<file path="config.mk">
export PLATFORM = sky130hd
export DESIGN_NAME = ilid_cell
export DESIGN_NICKNAME = d
export VERILOG_FILES = /design/src/rtl/core/ilid_pkg.sv /design/src/rtl/core/ilid_cell.sv
export SDC_FILE = /design/constraint.sdc
export NUM_CORES = 1
export LEC_CHECK = 0
export BUFFER_PORTS_ARGS = -buffer_cell sky130_fd_sc_hd__buf_4
export CAP_MARGIN = 15
export CORE_AREA = 2 2 77 79
export DETAILED_ROUTE_END_ITERATION = 16
export DIE_AREA = 0 0 79 81
export GPL_TIMING_DRIVEN = 0
export PLACE_DENSITY = 0.86
export SETUP_SLACK_MARGIN = 0.2
export SLEW_MARGIN = 30
export SYNTH_ARGS = -nofsm -noshare
export SYNTH_HDL_FRONTEND = slang
export SYNTH_SLANG_ARGS = --single-unit
</file>
<file path="constraint.sdc">
create_clock -name clock -period 4.4 [get_ports clock]
set_input_delay 0.88 -clock clock [delete_from_list [all_inputs] [get_ports clock]]
set_output_delay 0.88 -clock clock [all_outputs]
set_load 0.1 [all_outputs]
</file>
<file path="src/rtl/core/ilid_pkg.sv">
`timescale 1ns / 1ps
// ----------------------------------------------------------------------------
// ilid_pkg: shared definitions for the indexed list
// Operation codes, index widths and the command structs broadcast from the
// control logic to the row of entry cells.
// ----------------------------------------------------------------------------
package ilid_pkg;

   // default and largest supported list capacity
   localparam int CAPACITY_DEFAULT = 64;
   localparam int CAPACITY_MAX     = 1024;

   // widths of the request and response fields
   localparam int OP_W   = 3;
   localparam int POS_W  = 7;
   localparam int DATA_W = 32;

   // index width wide enough for any length up to the largest capacity
   localparam int IDX_W = $clog2(CAPACITY_MAX + 1);

   // operation codes
   localparam logic [OP_W-1:0] OP_APPEND = 3'd0;
   localparam logic [OP_W-1:0] OP_READ   = 3'd1;
   localparam logic [OP_W-1:0] OP_WRITE  = 3'd2;
   localparam logic [OP_W-1:0] OP_DELETE = 3'd3;
   localparam logic [OP_W-1:0] OP_INSERT = 3'd4;
   localparam logic [OP_W-1:0] OP_CLEAR  = 3'd5;

   // update command seen by every cell, already qualified by accept and error
   typedef struct packed {
      logic              do_append;
      logic              do_write;
      logic              do_delete;
      logic              do_insert;
      logic              do_clear;
      logic [IDX_W-1:0]  pos;
      logic [IDX_W-1:0]  count;
      logic [DATA_W-1:0] value;
   } ilid_cmd_type;

   // read select seen by every cell while a read result is collected
   typedef struct packed {
      logic             en;
      logic [IDX_W-1:0] pos;
   } ilid_rd_type;

endpackage

</file>
<file path="src/rtl/core/ilid_cell.sv">
`timescale 1ns / 1ps
// ----------------------------------------------------------------------------
// ilid_cell: one entry of the list
// Holds a single value and on each command either keeps it, loads the request
// value, takes a neighbor's value (shift up or down) or clears to zero.
// ----------------------------------------------------------------------------
module ilid_cell #(
   parameter int INDEX = 0
) (
   input  logic                         clock,
   input  ilid_pkg::ilid_cmd_type       cmd,
   input  ilid_pkg::ilid_rd_type        rd_sel,
   input  logic [ilid_pkg::DATA_W-1:0]  left_in,
   input  logic [ilid_pkg::DATA_W-1:0]  right_in,
   output logic [ilid_pkg::DATA_W-1:0]  entry_out,
   output logic [ilid_pkg::DATA_W-1:0]  leaf_out
);

   localparam logic [ilid_pkg::IDX_W-1:0] MY_IDX = ilid_pkg::IDX_W'(INDEX);

   logic [ilid_pkg::DATA_W-1:0] entry_ff;
   logic [ilid_pkg::DATA_W-1:0] entry_in;

   // next entry value
   always_comb begin
      entry_in = entry_ff;
      if (cmd.do_clear) begin
         entry_in = '0;
      end else if (cmd.do_append && (MY_IDX == cmd.count)) begin
         entry_in = cmd.value;
      end else if (cmd.do_write && (MY_IDX == cmd.pos)) begin
         entry_in = cmd.value;
      end else if (cmd.do_delete && (MY_IDX >= cmd.pos)) begin
         entry_in = right_in;
      end else if (cmd.do_insert && (MY_IDX > cmd.pos)) begin
         entry_in = left_in;
      end else if (cmd.do_insert && (MY_IDX == cmd.pos)) begin
         entry_in = cmd.value;
      end
   end

   // entry storage, undefined until written
   always_ff @(posedge clock) begin
      entry_ff <= entry_in;
   end

   assign entry_out = entry_ff;

   // contribute own value to the read tree only when selected
   assign leaf_out = (rd_sel.en && (MY_IDX == rd_sel.pos)) ? entry_ff : '0;

endmodule

</file>
# Yosys cells after proc, flatten, opt, wreduce, memory -nomap -nowiden

Index checks and enable logic that the tools add are counted.

ROM bits: 0
Memories kept: 0
Register bits after elaboration: 32
Output and inout port bits: 64
Word-level logic and storage cells: 19
Bits in latches: 0
Input bits: 136
RAM bits: 0

$add $sub $neg: 0
Order comparisons: 2
Reduce and logical (&&, ||, !) cells: 10
Bitwise logic cells: 0
Multiply operators: 0
Eq/ne operators: 0
Multiplexer cells: 6
Divide/modulo/power cells: 0
Shift-type cells: 0

Operator list:

| cell                                                                             | number |
|---|---|
| 32-bit two-way mux                                                               | 6 |
| 11-bit zero test                                                                 | 3 |
| 1-bit by 11-bit >= comparator with 1-bit output (first input constant)           | 1 |
| 1-bit by 11-bit greater-than comparator with 1-bit output (first input constant) | 1 |
| 1-bit logical AND                                                                | 6 |
| 5-bit nonzero test                                                               | 1 |

# Depth between registers and ports, before layout

Depth after elaboration: 7
Mapped depth: 5
Mapped depth without buffers: 4

# Least setup slack after synthesis

Ideal clock, no wire load.

Kind: input -> output
Start point: input rd_sel[2] (netlist name)
End point: output leaf_out[10] (netlist name)
Path slack: 1.181 ns
Path buffers: 1
Required time: 3.520 ns
Cell stages on the path: 4
Arrival time: 2.339 ns
Path through: nor4b_1 -> and3_1 -> clkbuf_1 -> and2_1

Word-level cells in the longest chain between the ends: 3

Ends and longest elaborated chain:

| element            | RTL line        | source |
|---|---|---|
| start, declared    | ilid_cell.sv:12 | `input ilid_pkg::ilid_rd_type rd_sel,` |
| 11-bit zero test   | ilid_cell.sv:50 | `assign leaf_out = (rd_sel.en && (MY_IDX == rd_sel.pos)) ? entry_ff : '0;` |
| 1-bit logical AND  | ilid_cell.sv:50 |  |
| 32-bit two-way mux | ilid_cell.sv:50 |  |
| end, declared      | ilid_cell.sv:16 | `output logic [ilid_pkg::DATA_W-1:0] leaf_out` |

No other way between the ends.

# Worst setup path after layout

Start point: input rd_sel[2] (netlist name)
End point: output leaf_out[17] (netlist name)

Same word-level chain as after synthesis.

==> metrics <==
TritonCTS clock tree built; Comb power frac 17.7%; Design Power 0.638 mW; worst hold path class register to register; # diodes 0; Synth Area in Simple Gates 23.7%; Top FF cell, synth dfxtp_1; Resized Gates After CTS 0; CP Capture Type output pin; io pins 200; MaxCap Viol Count 0; DR DRC count 0; Tmin final 3450 ps; Final Slew Violations 0; Initial Util 38.6%; status complete, no violations; Fin Setup TNS 0 ps; asr flop ratio synth 0%; CP Max Fanout 10; critical path required time 3520 ps; Synth-to-Final Area Change 65.7%; IO Port Bufs 167; CORE AREA 5680 um2; post-synthesis mux area share 0%; worst vdd ir 120 uV; Die Area 6400 um2; GRT Total Usage 23.9%; clock power share 36.8%; max FFs per register 32; Clock transition at path regs 70 ps; P_int 0.485 mW; main combinational cell family by area after synthesis compound AO/OA/AOI/OAI gates; slew at the pin with the worst max-slew slack 778 ps; #FFs+latches synth 32; count of cell types in the netlist 22; Adder-Cell Fraction of Synth Area 0%; Core Util, Final 64.0%; post-synth top area cell dfxtp_1; DR WL/cell 15.4 um; pin count of the biggest net entering global routing 11; number of hold buffers added after CTS 0; CP Data Arrival Time 2570 ps; Worst Path Class, Setup input port to output pin; setup bufs post-CTS 0; H-tree depth 2; Synth Net Count 410; post-synth top area share 29.2%; TritonCTS Buffers 5; first-pass GRT wire length 12200 um; Fin. Hold Viols 0; drt total wl 8070 um; post-route insts no fill 524; Seq/Total Area, Yosys 29.2%; Chip Width 79 um; DR vias 2795; vias per cell 5.33; Syn Inst Count 274; Synth Area in Compound Gates 35.3%; clk buf depth 2; RSZ-0062 raised after global routing false; top cells by area, synth dfxtp_1 29%, and2_1 18%, o41ai_1 13%; DP Wirelength 6210 um; upper clock frequency limit 0.290 GHz; Power Density 176 nW/um2; sequential power share 45.5%; die span in y 81 um; Sw Pwr 0.152 mW; post-route ant nets 0; first-pass detailed-route iteration total 4; row cnt 28; Synth top cells by count 63 x and2_1, 32 x dfxtp_1, 32 x inv_1, 32 x o21ai_0, 32 x o41ai_1; worst skew pair latency 280 ps; most frequent cell after synthesis and2_1; clock sink count 32; Final period util 78.4%; grt total ovfl 0; critical path launch point type input port; relative slew slack 47.8%; syn_area_per_cell 8.00 um2; Synth Warn # 0; layout cell share with drive strength beyond 1 41.9%; initial DRC count 201; Mapped Area 2190 um2; Clock Skew 0 ps; Inst Count DP 516; switching part of the total 23.9%; root buf cell clkbuf_8; XOR/XNOR Fraction of Synth Area 0%; count of flip-flops with a built-in enable after synthesis 0; P_leak 1.61 nW; initial antenna violation count 0; RD Place Congestion 0.811; Final #Nets 584; setup violators final 0; vias in the first global route 2585
-- kinds of logic after synthesis --
kind of cell / count (synthesis)
flops: 32
compound gates: 97
buf+inv: 63
simple gates: 82
-- stage by stage --
stage	cell area, um2	hold WS [ps]	setup slack [ps]
after global routing	3630	503	821
after CTS	3630	484	922
final	3630	481	950
after global placement	3540	465	1000
after detailed placement	3540	473	923
after floorplan	2190	899	1180
-- per-layer routing --
metal	up-vias	global-route usage [%]	wire length, um
met4	0	5.52	70
met5	-	0	0
met3	8	5.00	720
li1	1364	-	-
met2	127	44.5	4210
met1	1296	28.2	3070
-- power by group through the flow --
| stage | logic, mW | clock network [mW] | registers, mW |
|---|---|---|---|
| floorplan | 0.0312 | 0 | 0.299 |
| global placement | 0.110 | 0 | 0.297 |
| detailed placement | 0.113 | 0 | 0.297 |
| CTS | 0.113 | 0.237 | 0.290 |
| global route | 0.122 | 0.254 | 0.290 |
| finish | 0.113 | 0.235 | 0.290 |
-- worst max-delay path, stage by stage --
cell and delay [ps]:
buf_4 110, nor4b_1 350, and3_1 330, clkbuf_1 400
and2_1 210, buf_4 290
-- placed cells by master, fill, tap and decap left out, drive strengths merged --
cell type  count
buf          171
and2          63
clkbuf        33
inv           32
o41ai         32
o21ai         32
dfxtp         32
a221oi        32
nor4           6
nor4b          2
and3           2
nand2          2
nor3           2
clkinv         2
or3            1
nand3          1
o31a           1
nor2b          1
nand4          1
nor2           1
-- final cells by class --
| cell class | count | area [um2] |
|---|---|---|
| buffer | 31 | 140 |
| clock buffer | 6 | 82.6 |
| clock inverter | 2 | 10.0 |
| fill | 526 | 2040 |
| inverter | 32 | 120 |
| multi-input combinational | 179 | 1290 |
| sequential | 32 | 641 |
| tap | 75 | 93.8 |
| timing repair buffer | 167 | 1250 |
-- path summary, 6_finish.rpt --
check	start	to	slack (ps)	cells past startpoint
setup / recovery	rd_sel[2]	leaf_out[17]	950	6
hold / removal	entry_out[15]	entry_out[15]	480	2
setup reg to reg	entry_out[24]	entry_out[24]	3560	2
hold reg to reg	entry_out[15]	entry_out[15]	480	2
No activity file was read; power rests on OpenSTA's default activity.
